===== src/hdl/gqlc_pkg.sv =====
`timescale 1ns / 1ps
// Shared types, constants and helper functions of the glyph quad layout clipper.
package gqlc_pkg;

	// Coordinate and texture widths
	localparam int COORD_BITS   = 16;
	localparam int UV_FRAC_BITS = 16;
	localparam int UV_W         = UV_FRAC_BITS + 1;
	localparam int WIN_W        = COORD_BITS + 2;
	localparam int PROD_W       = COORD_BITS + UV_W;
	localparam int DIV_W        = PROD_W + 1;
	localparam int QS_W         = UV_W + 1;
	localparam int UVR_W        = UV_W + 2;
	localparam int SIZE_W       = 8;
	localparam int CFG_IDX_W    = 3;
	localparam int CFG_DATA_W   = 16;

	// Control characters
	localparam logic [7:0] CH_NEWLINE = 8'd10;
	localparam logic [7:0] CH_SPACE   = 8'd32;
	localparam logic [7:0] CH_TAB     = 8'd9;

	// Sequencer end marks
	localparam logic [2:0] LAST_VERTEX = 3'd5;
	localparam logic [2:0] LAST_STEP   = 3'd7;
	localparam logic [1:0] LAST_JOB    = 2'd3;

	typedef enum logic [CFG_IDX_W-1:0] {
		REG_GLYPH_HEIGHT = 3'd0,
		REG_SPACE_WIDTH  = 3'd1,
		REG_TAB_COUNT    = 3'd2,
		REG_CLIP_ENABLE  = 3'd3,
		REG_CLIP_LEFT    = 3'd4,
		REG_CLIP_TOP     = 3'd5,
		REG_CLIP_WIDTH   = 3'd6,
		REG_CLIP_HEIGHT  = 3'd7
	} cfg_reg_t;

	typedef enum logic [3:0] {
		ST_IDLE,
		ST_PEN,
		ST_WIN,
		ST_CLIP,
		ST_DELTA,
		ST_MUL,
		ST_DIV_GO,
		ST_DIV_WAIT,
		ST_UV,
		ST_EMIT
	} state_t;

	typedef struct packed {
		logic            first_char;
		logic [7:0]      char_code;
		logic [7:0]      advance;
		logic [UV_W-1:0] tl_u;
		logic [UV_W-1:0] tl_v;
		logic [UV_W-1:0] bl_u;
		logic [UV_W-1:0] bl_v;
		logic [UV_W-1:0] tr_u;
		logic [UV_W-1:0] tr_v;
		logic [UV_W-1:0] br_u;
		logic [UV_W-1:0] br_v;
	} gqlc_req_t;

	typedef struct packed {
		logic [COORD_BITS-1:0] vert_x;
		logic [COORD_BITS-1:0] vert_y;
		logic [UV_W-1:0]       vert_u;
		logic [UV_W-1:0]       vert_v;
		logic                  quad_done;
	} gqlc_vtx_t;

	// Corner of each emitted vertex: p2, p0, p1, p3, p2, p1
	function automatic logic [1:0] corner_of(input logic [2:0] vidx);
		logic [1:0] k;
		case (vidx)
			3'd0: k = 2'd2;
			3'd1: k = 2'd0;
			3'd2: k = 2'd1;
			3'd3: k = 2'd3;
			3'd4: k = 2'd2;
			3'd5: k = 2'd1;
			default: k = 2'd0;
		endcase
		return k;
	endfunction

	// Add two coordinates, saturating at the top of the range
	function automatic logic [COORD_BITS-1:0] sat_add(input logic [COORD_BITS-1:0] a,
		input logic [COORD_BITS-1:0] b);
		logic [COORD_BITS:0] s;
		s = {1'b0, a} + {1'b0, b};
		return s[COORD_BITS] ? {COORD_BITS{1'b1}} : s[COORD_BITS-1:0];
	endfunction

endpackage


===== src/hdl/gqlc_div.sv =====
`timescale 1ns / 1ps
// Restoring divider producing one quotient bit per cycle.
module gqlc_div #(
	parameter int DIVIDEND_W = 34,
	parameter int DIVISOR_W  = 8
) (
	input  logic                  clk,
	input  logic                  arst_n,
	input  logic                  start,
	input  logic [DIVIDEND_W-1:0] dividend,
	input  logic [DIVISOR_W-1:0]  divisor,
	output logic                  done,
	output logic [DIVIDEND_W-1:0] quotient
);
	localparam int CNT_W = $clog2(DIVIDEND_W + 1);

	logic                  busy_q;
	logic                  done_q;
	logic [CNT_W-1:0]      cnt_q;
	logic [DIVIDEND_W-1:0] quo_q;
	logic [DIVISOR_W-1:0]  rem_q;
	logic [DIVISOR_W-1:0]  dsr_q;
	logic [DIVISOR_W:0]    trial;
	logic [DIVISOR_W:0]    trial_sub;
	logic                  fits;

	// Trial subtract of the divisor from the shifted remainder
	always_comb begin
		trial     = {rem_q, quo_q[DIVIDEND_W-1]};
		trial_sub = trial - {1'b0, dsr_q};
		fits      = trial >= {1'b0, dsr_q};
	end

	// Step count and completion pulse
	always_ff @(posedge clk or negedge arst_n) begin
		if (!arst_n) begin
			busy_q <= 1'b0;
			done_q <= 1'b0;
			cnt_q  <= '0;
		end else begin
			done_q <= 1'b0;
			if (start) begin
				busy_q <= 1'b1;
				cnt_q  <= CNT_W'(DIVIDEND_W);
			end else if (busy_q) begin
				cnt_q <= cnt_q - CNT_W'(1);
				if (cnt_q == CNT_W'(1)) begin
					busy_q <= 1'b0;
					done_q <= 1'b1;
				end
			end
		end
	end

	// Shift dividend out and quotient bits in
	always_ff @(posedge clk) begin
		if (start) begin
			quo_q <= dividend;
			rem_q <= '0;
			dsr_q <= divisor;
		end else if (busy_q) begin
			rem_q <= fits ? trial_sub[DIVISOR_W-1:0] : trial[DIVISOR_W-1:0];
			quo_q <= {quo_q[DIVIDEND_W-2:0], fits};
		end
	end

	assign done     = done_q;
	assign quotient = quo_q;

endmodule


===== src/hdl/glyph_quad_layout_clipper.sv =====
`timescale 1ns / 1ps
// Top level: pen tracking, clip window, texture shift sequencer and vertex output.
//
//  channel | direction | handshake             | payload
//  req     | in        | req_valid / req_ready | gqlc_req_t, one character
//  vtx     | out       | vtx_valid / vtx_ready | gqlc_vtx_t, one vertex
//  cfg     | in        | cfg_we                | cfg_index, cfg_data
//
// One character at a time. Space, tab and newline only move the pen.
// Glyph without clipping: one vertex per cycle as the output drains.
// Clipped glyph: window and clip tests, then 4 texture shifts, each one whose offset,
// texture span and glyph size are nonzero going through the 34-step shared divider,
// then the texture update and 6 vertices. A culled glyph or a zero-size window emits none.
// Reset sets state, pen, counters and configuration; a stalled output holds its vertex.
module glyph_quad_layout_clipper (
	input  logic                                clk,
	input  logic                                arst_n,
	input  logic                                req_valid,
	output logic                                req_ready,
	input  gqlc_pkg::gqlc_req_t                 req,
	output logic                                vtx_valid,
	input  logic                                vtx_ready,
	output gqlc_pkg::gqlc_vtx_t                 vtx,
	input  logic                                cfg_we,
	input  logic [gqlc_pkg::CFG_IDX_W-1:0]      cfg_index,
	input  logic [gqlc_pkg::CFG_DATA_W-1:0]     cfg_data
);
	import gqlc_pkg::*;

	state_t state_q, state_d;

	// Configuration registers
	logic [7:0]            gh_q;
	logic [7:0]            sw_q;
	logic [4:0]            tc_q;
	logic                  clip_en_q;
	logic [15:0]           clip_l_q;
	logic [15:0]           clip_t_q;
	logic [15:0]           clip_w_q;
	logic [15:0]           clip_h_q;

	// Pen and current item
	logic [COORD_BITS-1:0] pen_x_q, pen_y_q;
	gqlc_req_t             item_q;
	logic [COORD_BITS-1:0] x0_q, x1_q, y0_q, y1_q;
	logic [COORD_BITS-1:0] xl_q, xh_q, yt_q, yb_q;
	logic signed [WIN_W-1:0] win_l_q, win_t_q, win_r_q, win_b_q;
	logic [UV_W-1:0]       du_mag_q, dv_mag_q;
	logic                  du_neg_q, dv_neg_q;
	logic [COORD_BITS-1:0] d_q [4];
	logic [1:0]            job_q;
	logic [PROD_W-1:0]     prod_q;
	logic                  pneg_q;
	logic                  skip_q;
	logic [QS_W-1:0]       qs_q [4];
	logic                  qneg_q [4];
	logic [UV_W-1:0]       u_q [4];
	logic [UV_W-1:0]       v_q [4];
	logic [2:0]            step_q;
	logic [2:0]            vidx_q;
	gqlc_vtx_t             vtx_q;
	logic                  vtx_valid_q;

	// Combinational helpers
	logic                  div_start, div_done, vtx_load;
	logic [DIV_W-1:0]      div_quot;
	logic [COORD_BITS-1:0] base_x, base_y, x1_new, y1_new, tab_adv;
	logic signed [WIN_W-1:0] x0_s, x1_s, y0_s, y1_s, cl_s, ct_s;
	logic                  cull;
	logic [COORD_BITS-1:0] d_sel;
	logic [UV_W-1:0]       mag_sel;
	logic [SIZE_W-1:0]     size_sel;
	logic [1:0]            rd_k;
	logic [1:0]            uv_k;
	logic                  uv_isv;
	logic [1:0]            uv_job;
	logic [UV_W-1:0]       uv_base;
	logic signed [UVR_W-1:0] uv_sum;
	logic [UV_W-1:0]       uv_new;
	logic [1:0]            em_k;
	logic                  is_ctrl;

	// Configuration writes
	always_ff @(posedge clk or negedge arst_n) begin
		if (!arst_n) begin
			gh_q      <= 8'd16;
			sw_q      <= 8'd8;
			tc_q      <= 5'd4;
			clip_en_q <= 1'b0;
			clip_l_q  <= 16'd0;
			clip_t_q  <= 16'd0;
			clip_w_q  <= 16'hFFFF;
			clip_h_q  <= 16'hFFFF;
		end else if (cfg_we) begin
			case (cfg_reg_t'(cfg_index))
				REG_GLYPH_HEIGHT: gh_q      <= cfg_data[7:0];
				REG_SPACE_WIDTH:  sw_q      <= cfg_data[7:0];
				REG_TAB_COUNT:    tc_q      <= cfg_data[4:0];
				REG_CLIP_ENABLE:  clip_en_q <= cfg_data[0];
				REG_CLIP_LEFT:    clip_l_q  <= cfg_data[15:0];
				REG_CLIP_TOP:     clip_t_q  <= cfg_data[15:0];
				REG_CLIP_WIDTH:   clip_w_q  <= cfg_data[15:0];
				REG_CLIP_HEIGHT:  clip_h_q  <= cfg_data[15:0];
				default: ;
			endcase
		end
	end

	// Pen arithmetic, window tests and shift operand selection
	always_comb begin
		base_x  = item_q.first_char ? '0 : pen_x_q;
		base_y  = item_q.first_char ? '0 : pen_y_q;
		x1_new  = sat_add(base_x, COORD_BITS'(item_q.advance));
		y1_new  = sat_add(base_y, COORD_BITS'(gh_q));
		tab_adv = COORD_BITS'(sw_q) * COORD_BITS'(tc_q);
		is_ctrl = (item_q.char_code == CH_NEWLINE) || (item_q.char_code == CH_SPACE) ||
			(item_q.char_code == CH_TAB);

		x0_s = {{(WIN_W-COORD_BITS){1'b0}}, x0_q};
		x1_s = {{(WIN_W-COORD_BITS){1'b0}}, x1_q};
		y0_s = {{(WIN_W-COORD_BITS){1'b0}}, y0_q};
		y1_s = {{(WIN_W-COORD_BITS){1'b0}}, y1_q};
		cl_s = {{(WIN_W-16){clip_l_q[15]}}, clip_l_q};
		ct_s = {{(WIN_W-16){clip_t_q[15]}}, clip_t_q};
		cull = (x1_s <= win_l_q) || (y1_s <= win_t_q) || (x0_s >= win_r_q) ||
			(y0_s >= win_b_q);

		d_sel    = d_q[job_q];
		mag_sel  = job_q[1] ? dv_mag_q : du_mag_q;
		size_sel = job_q[1] ? gh_q : item_q.advance;

		em_k = corner_of(vidx_q);
		uv_k = step_q[2:1];
		rd_k = (state_q == ST_EMIT) ? em_k : uv_k;
	end

	// Apply one texture shift with saturation
	always_comb begin
		uv_isv  = step_q[0];
		uv_job  = uv_isv ? {1'b1, uv_k[0]} : {1'b0, uv_k[1]};
		uv_base = uv_isv ? v_q[rd_k] : u_q[rd_k];
		if (qneg_q[uv_job])
			uv_sum = UVR_W'(uv_base) - UVR_W'(qs_q[uv_job]);
		else
			uv_sum = UVR_W'(uv_base) + UVR_W'(qs_q[uv_job]);
		if (uv_sum[UVR_W-1])
			uv_new = '0;
		else if (|uv_sum[UVR_W-2:UV_W])
			uv_new = '1;
		else
			uv_new = uv_sum[UV_W-1:0];
	end

	// Next state and handshake strobes
	always_comb begin
		state_d   = state_q;
		req_ready = 1'b0;
		div_start = 1'b0;
		vtx_load  = 1'b0;
		case (state_q)
			ST_IDLE: begin
				req_ready = 1'b1;
				if (req_valid)
					state_d = ST_PEN;
			end
			ST_PEN: begin
				if (is_ctrl)
					state_d = ST_IDLE;
				else if (!clip_en_q)
					state_d = ST_EMIT;
				else if ((clip_w_q == '0) || (clip_h_q == '0))
					state_d = ST_IDLE;
				else
					state_d = ST_WIN;
			end
			ST_WIN: state_d = ST_CLIP;
			ST_CLIP: state_d = cull ? ST_IDLE : ST_DELTA;
			ST_DELTA: state_d = ST_MUL;
			ST_MUL: state_d = ST_DIV_GO;
			ST_DIV_GO: begin
				if (skip_q)
					state_d = (job_q == LAST_JOB) ? ST_UV : ST_MUL;
				else begin
					div_start = 1'b1;
					state_d   = ST_DIV_WAIT;
				end
			end
			ST_DIV_WAIT: begin
				if (div_done)
					state_d = (job_q == LAST_JOB) ? ST_UV : ST_MUL;
			end
			ST_UV: begin
				if (step_q == LAST_STEP)
					state_d = ST_EMIT;
			end
			ST_EMIT: begin
				vtx_load = !vtx_valid_q || vtx_ready;
				if (vtx_load && (vidx_q == LAST_VERTEX))
					state_d = ST_IDLE;
			end
			default: state_d = ST_IDLE;
		endcase
	end

	// State, pen and sequence counters
	always_ff @(posedge clk or negedge arst_n) begin
		if (!arst_n) begin
			state_q     <= ST_IDLE;
			pen_x_q     <= '0;
			pen_y_q     <= '0;
			job_q       <= '0;
			step_q      <= '0;
			vidx_q      <= '0;
			vtx_valid_q <= 1'b0;
		end else begin
			state_q <= state_d;
			if (vtx_load)
				vtx_valid_q <= 1'b1;
			else if (vtx_ready)
				vtx_valid_q <= 1'b0;
			case (state_q)
				ST_PEN: begin
					vidx_q  <= '0;
					pen_y_q <= base_y;
					if (item_q.char_code == CH_NEWLINE) begin
						pen_x_q <= '0;
						pen_y_q <= y1_new;
					end else if (item_q.char_code == CH_SPACE)
						pen_x_q <= sat_add(base_x, COORD_BITS'(sw_q));
					else if (item_q.char_code == CH_TAB)
						pen_x_q <= sat_add(base_x, tab_adv);
					else
						pen_x_q <= x1_new;
				end
				ST_DELTA: begin
					job_q  <= '0;
					step_q <= '0;
				end
				ST_DIV_GO: begin
					if (skip_q)
						job_q <= job_q + 2'd1;
				end
				ST_DIV_WAIT: begin
					if (div_done)
						job_q <= job_q + 2'd1;
				end
				ST_UV: step_q <= step_q + 3'd1;
				ST_EMIT: begin
					if (vtx_load)
						vidx_q <= vidx_q + 3'd1;
				end
				default: ;
			endcase
		end
	end

	// Datapath registers
	always_ff @(posedge clk) begin
		case (state_q)
			ST_IDLE: begin
				if (req_valid)
					item_q <= req;
			end
			ST_PEN: begin
				// capture the quad corners and pass-through texture coordinates
				x0_q <= base_x;
				x1_q <= x1_new;
				y0_q <= base_y;
				y1_q <= y1_new;
				xl_q <= base_x;
				xh_q <= x1_new;
				yt_q <= base_y;
				yb_q <= y1_new;
				u_q[0] <= item_q.tl_u;
				v_q[0] <= item_q.tl_v;
				u_q[1] <= item_q.bl_u;
				v_q[1] <= item_q.bl_v;
				u_q[2] <= item_q.tr_u;
				v_q[2] <= item_q.tr_v;
				u_q[3] <= item_q.br_u;
				v_q[3] <= item_q.br_v;
			end
			ST_WIN: begin
				// negative origins shrink the window and move to zero
				win_l_q  <= cl_s[WIN_W-1] ? '0 : cl_s;
				win_t_q  <= ct_s[WIN_W-1] ? '0 : ct_s;
				win_r_q  <= cl_s + WIN_W'(clip_w_q);
				win_b_q  <= ct_s + WIN_W'(clip_h_q);
				du_neg_q <= item_q.br_u < item_q.tl_u;
				dv_neg_q <= item_q.br_v < item_q.tl_v;
				du_mag_q <= (item_q.br_u >= item_q.tl_u) ? item_q.br_u - item_q.tl_u :
					item_q.tl_u - item_q.br_u;
				dv_mag_q <= (item_q.br_v >= item_q.tl_v) ? item_q.br_v - item_q.tl_v :
					item_q.tl_v - item_q.br_v;
			end
			ST_CLIP: begin
				// clamp into the window; the far side cannot cross on a kept quad
				xl_q <= (x0_s < win_l_q) ? win_l_q[COORD_BITS-1:0] : x0_q;
				yt_q <= (y0_s < win_t_q) ? win_t_q[COORD_BITS-1:0] : y0_q;
				xh_q <= (x1_s > win_r_q) ? win_r_q[COORD_BITS-1:0] : x1_q;
				yb_q <= (y1_s > win_b_q) ? win_b_q[COORD_BITS-1:0] : y1_q;
			end
			ST_DELTA: begin
				d_q[0] <= xl_q - x0_q;
				d_q[1] <= x1_q - xh_q;
				d_q[2] <= yt_q - y0_q;
				d_q[3] <= y1_q - yb_q;
			end
			ST_MUL: begin
				// right and bottom offsets move inward, so their sign is negative
				prod_q <= PROD_W'(d_sel) * PROD_W'(mag_sel);
				pneg_q <= job_q[0] ^ (job_q[1] ? dv_neg_q : du_neg_q);
				skip_q <= (d_sel == '0) || (mag_sel == '0) || (size_sel == '0);
			end
			ST_DIV_GO: begin
				if (skip_q) begin
					qs_q[job_q]   <= '0;
					qneg_q[job_q] <= 1'b0;
				end
			end
			ST_DIV_WAIT: begin
				// any quotient past the texture range saturates either way
				if (div_done) begin
					qs_q[job_q]   <= (|div_quot[DIV_W-1:UV_W]) ? {1'b1, {UV_W{1'b0}}} :
						div_quot[QS_W-1:0];
					qneg_q[job_q] <= pneg_q;
				end
			end
			ST_UV: begin
				if (uv_isv)
					v_q[rd_k] <= uv_new;
				else
					u_q[rd_k] <= uv_new;
			end
			ST_EMIT: begin
				if (vtx_load) begin
					vtx_q.vert_x    <= rd_k[1] ? xh_q : xl_q;
					vtx_q.vert_y    <= rd_k[0] ? yb_q : yt_q;
					vtx_q.vert_u    <= u_q[rd_k];
					vtx_q.vert_v    <= v_q[rd_k];
					vtx_q.quad_done <= vidx_q == LAST_VERTEX;
				end
			end
			default: ;
		endcase
	end

	// Shared divider for the rounded texture shifts
	gqlc_div #(
		.DIVIDEND_W (DIV_W),
		.DIVISOR_W  (SIZE_W)
	) u_div (
		.clk      (clk),
		.arst_n   (arst_n),
		.start    (div_start),
		.dividend (DIV_W'(prod_q) + DIV_W'(size_sel >> 1)),
		.divisor  (size_sel),
		.done     (div_done),
		.quotient (div_quot)
	);

	assign vtx_valid = vtx_valid_q;
	assign vtx       = vtx_q;

endmodule


===== config.mk =====
export PLATFORM = sky130hd
export DESIGN_NAME = glyph_quad_layout_clipper
export DESIGN_NICKNAME = d
export VERILOG_FILES = /design/src/hdl/gqlc_pkg.sv /design/src/hdl/gqlc_div.sv /design/src/hdl/glyph_quad_layout_clipper.sv
export SDC_FILE = /design/constraint.sdc
export NUM_CORES = 2
export LEC_CHECK = 0
export BUFFER_PORTS_ARGS = -buffer_cell sky130_fd_sc_hd__buf_2
export CORE_MARGIN = 5
export CORE_UTILIZATION = 57
export DETAILED_ROUTE_END_ITERATION = 6
export GPL_TIMING_DRIVEN = 0
export PLACE_DENSITY = 0.77
export SYNTH_ARGS = -nofsm -noshare
export SYNTH_HDL_FRONTEND = slang
export SYNTH_SLANG_ARGS = --single-unit

===== constraint.sdc =====
create_clock -name clk -period 8.2 [get_ports clk]
set_input_delay 1.64 -clock clk [delete_from_list [all_inputs] [get_ports clk]]
set_output_delay 1.64 -clock clk [all_outputs]
set_load 0.02 [all_outputs]

# Yosys cells after proc, flatten, opt, wreduce, memory -nomap -nowiden
# Memories as Yosys holds them, arrays and structs flattened.
# Cells that the tools add are included.
# totals
out_inout_bits,69
input_bits,177
ram_bits,276
mem_count,5
ff_bits,680
# memory_table
memory,depth,word_bits,read_ports,rd_clocked_by_memory_dff,wr,line,text
qs_q,4,18,1,0,1,glyph_quad_layout_clipper.sv:55,logic [QS_W-1:0] qs_q [4];
u_q,4,17,1,0,4,glyph_quad_layout_clipper.sv:57,logic [UV_W-1:0] u_q [4];
v_q,4,17,1,0,4,glyph_quad_layout_clipper.sv:58,logic [UV_W-1:0] v_q [4];
d_q,4,16,1,0,4,glyph_quad_layout_clipper.sv:50,logic [COORD_BITS-1:0] d_q [4];
qneg_q,4,1,1,0,1,glyph_quad_layout_clipper.sv:56,logic qneg_q [4];
# classes
multipliers,2
reduce_logical,43
addsub,22
bitwise_logic,3
n_lt_le_gt_ge,13
eq_ne,32
muxes,91
# ops
operator,n
2-to-1 mux 16 bit,16
2-to-1 mux 17 bit,8
case mux 16 bit (2 select lines),4
2-to-1 mux 34 bit,2
subtractor 17 bit,4
subtractor 16 bit,4
adder 16 x 8 -> 17 bit,3
OR reduction 17 bit,3
zero test 16 bit,3
case mux 4 bit (10 select lines),1
adder 16 x 17 -> 18 bit,2
>= comparator 17 x 18 -> 1 bit,2
> comparator 17 x 18 -> 1 bit,2
less-or-equal comparator 17 x 18 -> 1 bit,2
< comparator 17 x 18 -> 1 bit,2
2-to-1 mux 18 bit,2
adder 33 x 7 -> 34 bit,1
>= comparator 17 bit,2
< comparator 17 bit,2
multiplier 16 x 17 -> 33 bit,1
2-to-1 mux 1 bit,32
2-to-1 mux 4 bit,8
AND reduction 2 bit,11
== test 3 bit (second input constant),7
42 further kinds,82

# Depth between registers and ports, before layout
# An unclocked memory read counts as a cell.
# depth
depth_word,11
depth_mapped,30

# Modules after synthesis
# A second synthesis with hierarchy kept.
# unflattened
cells_unflattened,5696
area_unflattened_um2,62491.2
# modules_own_cells
module,n_inst,area_per_inst_um2,cells_per_inst
glyph_quad_layout_clipper,1,59671.0,5481
gqlc_div,1,2820.2,215

# Worst setup path after synthesis
# Ideal clock, no wire load.
# synth_timing
kind,register to register
from,reg job_q[0]
to,"reg prod_q[32], data pin"
setup_slack_ns,-0.421
period_less_slack_ns,8.621
path_buffers,4
t_arrival_ns,8.361
stages_incl_launch_ff,29
cell_sequence,dfrtp_1 > buf_1 > clkbuf_1 > buf_1 > mux2_2 > o21ai_1 > clkbuf_1 > nor2_1 > fa_1 > inv_1 > fa_1 > fa_1 > inv_1 > fa_1 > fa_1 > inv_1 > fa_1 > inv_1 > ha_1 > a21o_1 > a2111oi_0 > o21a_1 > o21ai_1 > a221o_1 > a21o_1 > a311o_1 > a31o_2 > a21oi_1 > xnor2_1
# synth_between
elab_chain_len,2
# synth_rtl
element,line,text
"start, declared",glyph_quad_layout_clipper.sv:51,logic [1:0] job_q;
"start signal, assigned",glyph_quad_layout_clipper.sv:241,job_q <= job_q + 2'd1;
"start signal, assigned",glyph_quad_layout_clipper.sv:245,job_q <= job_q + 2'd1;
memory (4 x 16 bit),n/a,
multiplier 16 x 17 -> 33 bit,glyph_quad_layout_clipper.sv:311,prod_q <= PROD_W'(d_sel) * PROD_W'(mag_sel);
"end signal, assigned",glyph_quad_layout_clipper.sv:311,
"end, declared",glyph_quad_layout_clipper.sv:52,logic [PROD_W-1:0] prod_q;
# No other way between the ends.
# A chain may end at the register's enable or synchronous reset.

# Final worst setup path
# Same ends and word-level chain as after synthesis.

==> flow_metrics.env <==
export IMPL_status="finished clean"
export IMPL_slew_violations=0
export IMPL_muxShareOfSynthArea_pct=8.50
export IMPL_regToRegStartpoint="job_q[0]"
export IMPL_dp_hpwl_um=141000
export IMPL_area_growth_pct=11.4
export IMPL_yosysWarnings=0
export IMPL_drt_initial_drc_count=4607
export IMPL_whs_path_depth=2
export IMPL_place_area_um2=65300
export IMPL_grt_pass1_vias=44399
export IMPL_cts_sinks=950
export IMPL_synthCells=5551
export IMPL_worst_r2r_path_depth=25
export IMPL_drcViolationCount=0
export IMPL_htree_levels=3
export IMPL_fp_dieH_um=340
export IMPL_synthXorXnorAreaFrac_pct=3.36
export IMPL_viasPerCell=6.06
export IMPL_wire_per_inst_um=24.0
export IMPL_r2r_end="prod_q[32]"
export IMPL_fin_crit_sh_pct=97.4
export IMPL_startpoint="job_q[0]"
export IMPL_max_clock_path_buffers=3
export IMPL_synthDistinctLibCells=85
export IMPL_tightest_slew_ns=1.43
export IMPL_cp_required_ns=8.66
export IMPL_arrival_ns=8.45
export IMPL_synth_net_count=6461
export IMPL_maxCapViolCount=0
export IMPL_grt_overflow=0
export IMPL_synth_edff_count=803
export IMPL_io_buffers=242
export IMPL_gp_congestion=0.958
export IMPL_syn_area_per_cell_um2=11.2
export IMPL_firstDrtPassIters=7
export IMPL_synth_seq_area_share_pct=44.8
export IMPL_cp_endpoint="prod_q[32]"
export IMPL_n_fill_cell=8447
export IMPL_min_delay_path_class="register to register"
export IMPL_final_area_um2=69000
export IMPL_setup_violations=0
export IMPL_track_usage_pct=30.3
export IMPL_wirelength_um=178000
export IMPL_clkLatencyLatePin_ns=0.71
export IMPL_root_buffer="clkbuf_16"
export IMPL_r2r_setup_slack_ns=0.21
export IMPL_worst_setup_path_end_kind="register"
export IMPL_die_x_um=340
export IMPL_std_cell_rows=121
export IMPL_syn_area_um2=62000
export IMPL_synth_top_family_by_area="adder cells"
export IMPL_synth_compound_area_share_pct=9.56
export IMPL_crit_type="register to register"
export IMPL_antenna_found_initial=9
export IMPL_synthArstFlopShare_pct=14.6
export IMPL_numCtsBuffers=98
export IMPL_synth_fa_ha_area_share_pct=17.9
export IMPL_core_area_um2=108000
export IMPL_initial_core_util_pct=57.2
export IMPL_nNetsFinal=6813
export IMPL_slew_headroom_pct=3.45
export IMPL_synthSimpleGateAreaFrac_pct=11.0
export IMPL_vias=44901
export IMPL_fmax_mhz=125
export IMPL_cp_max_fo=10
export IMPL_cts_tree="built"
export IMPL_grt_pass1_wl_um=266000
export IMPL_clk_pin_slew_worst_paths_ns=0.06
export IMPL_hold_viol=0
export IMPL_layout_drive_gt1_share_pct=14.5
export IMPL_ios=246
export IMPL_ys_seq_elements=950
export IMPL_clock_skew_ns=0.0662
export IMPL_drtAntennaViolNets=0
export IMPL_cts_hold_buf=0
export IMPL_grt_max_degree=95
export IMPL_synth_ff_type="edfxtp_1"
export IMPL_cp_start_kind="register"
export IMPL_period_minus_slack_ns=7.99
export IMPL_die_area_um2=115000
## layout by cell type, fill, tap and decap left out, types with 14 or more instances in the layout
master     instances
edfxtp_1         803
a21o_1            97
nor2b_1          132
fa_1             253
o21bai_1          18
nor3_1            66
clkbuf_16        100
nand3_1           66
dfrtp_1          103
a211oi_1          29
inv_1            599
xnor2_1          161
o21ai_0          266
ha_1             479
o211ai_1          15
nand2b_1          54
nand4_1           41
a31oi_1           20
clkbuf_1         134
nor2_1           387
mux2_2           247
dfstp_2           35
mux4_2            40
and2_1            64
nor4_1            28
xor2_1            73
buf_4             16
or3_1             14
a21boi_0          20
mux2i_1          136
o21a_1            35
buf_2            251
and3_1            47
o31ai_1           17
bufinv_16         16
clkinv_1          15
clkinv_2          24
nand2_1          506
a21oi_1          272
## registers in the layout, indices dropped and copies added, names as in the netlist, 17 cells and up
register        cells
du_mag_q           17
item_q            153
win_r_q            18
vtx                67
u_div.quotient     34
dv_mag_q           17
v_q                68
prod_q             33
u_q                68
qs_q               72
d_q                64
win_b_q            18
## repair_timing
item / 4_1_cts / 5_1_grt
cloned: 0 / 0
gates resized for setup: 61 / 41
pin swaps: 1 / 3
setup endpoints to repair: 21 / 6
setup buffers: 1 / 4
## synth_stat cells, types with 9 or more instances
cell type  instances  share of area, %
edfxtp_1         803                39
inv_1            601               3.6
nand2_1          506               3.1
ha_1             480               9.7
nor2_1           389               2.4
a21oi_1          274               2.2
o21ai_0          267               2.2
fa_1             253               8.2
mux2_2           251               4.6
xnor2_1          161               2.3
clkbuf_1         147              0.89
mux2i_1          145               2.3
nor2b_1          132               1.3
dfrtp_1          104               4.2
a21o_1            97               1.2
xor2_1            73               1.0
nor3_1            68              0.55
and2_1            66              0.67
nand3_1           66              0.53
nand2b_1          55              0.56
and3_1            47              0.47
nand4_1           41              0.41
mux4_2            40               1.5
o21a_1            40              0.48
dfstp_2           35               1.5
a211oi_1          29              0.35
nor4_1            29              0.29
a21boi_0          20              0.24
a31oi_1           20              0.20
o31ai_1           19              0.23
o21bai_1          18              0.22
buf_1             17              0.10
o211ai_1          15              0.18
o21ai_1           15              0.12
or3_1             14              0.14
o2111ai_1         12              0.17
o41ai_1           12              0.17
o221ai_1          11              0.16
a2111oi_0         10              0.14
a22o_1            10              0.14
nor3b_1           10              0.12
buf_2              9             0.073
o22ai_1            9             0.091
## through the flow
stage | setup slack, ns | hold slack (ns) | utilization (%) | setup TNS, ns | std cells
finish | 0.213 | 0.473 | 63.7 | 0 | 7408
global route | -0.00255 | 0.502 | 63.7 | -0.00255 | 7402
CTS | -0.0219 | 0.476 | 63.6 | -0.0219 | 7403
detailed placement | -2.20 | 0.463 | 60.2 | -25.57 | 7221
global placement | -2.13 | 0.453 | 59.9 | -25.00 | 7207
floorplan | 0.0985 | 0.441 | - | 0 | 5551
## worst min-delay path by stage
| stage | startpoint | end | slack [ns] |
|---|---|---|---|
| after floorplan | pen_x_q[0] | pen_x_q[0] | 0.44 |
| after global placement | pen_x_q[7] | pen_x_q[7] | 0.45 |
| after detailed placement | pen_x_q[7] | pen_x_q[7] | 0.46 |
| after CTS | pen_y_q[4] | pen_y_q[4] | 0.48 |
| after global routing | pen_x_q[6] | pen_x_q[6] | 0.50 |
| final | pen_x_q[3] | pen_x_q[3] | 0.47 |
## final cells by class
cell class	instances	area, um^2	share of cell area (%)
Multi-Input combinational cell	3818	31400	45.5
Buffer	172	831	1.20
Inverter	602	2270	3.28
Clock inverter	76	922	1.34
Tap cell	1414	1770	2.56
Antenna cell	6	15.0	0.0217
Timing Repair Buffer	261	1510	2.18
Sequential cell	950	27800	40.3
Clock buffer	109	2510	3.64
## worst max-delay path, stage by stage, from the launching register on
cell and delay, ns:
dfrtp_2 0.46, buf_4 0.16, mux4_2 0.56, clkbuf_1 0.52
nand2_1 0.17, fa_1 0.55, inv_1 0.06, fa_1 0.49
inv_1 0.05, fa_1 0.53, inv_1 0.05, fa_1 0.45
fa_1 0.51, inv_1 0.07, fa_1 0.49, inv_1 0.06
ha_1 0.37, a21oi_1 0.43, a21o_1 0.22, o21ai_4 0.09
a221o_1 0.36, a21o_1 0.22, a311o_1 0.35, a31o_2 0.26
a21oi_2 0.15, xnor2_1 0.08
## cell families (layout without fill, tap and decap cells)
group                      Yosys count  in the layout
and+or+nand+nor                   1463           1463
DFF                                950            950
AOI/OAI and AO/OA                  944            944
buffers and inverters              783           1220
adders and majority gates          733            733
muxes                              442            442
xor gates and xnor gates           236            236
other                                0              6
## routing by layer
layer  track usage (%)  vias up  share of wire [%]
li1                  -    20280                  -
met1              40.7    22029                 40
met2              48.2     2135                 46
met3              6.67      451                9.5
met4              12.2        6                4.7
met5                 0        -              0.028
Power is left out: the tool's default activity adds up to more than one toggle a clock period on the data nets, which glitch-free logic cannot reach.
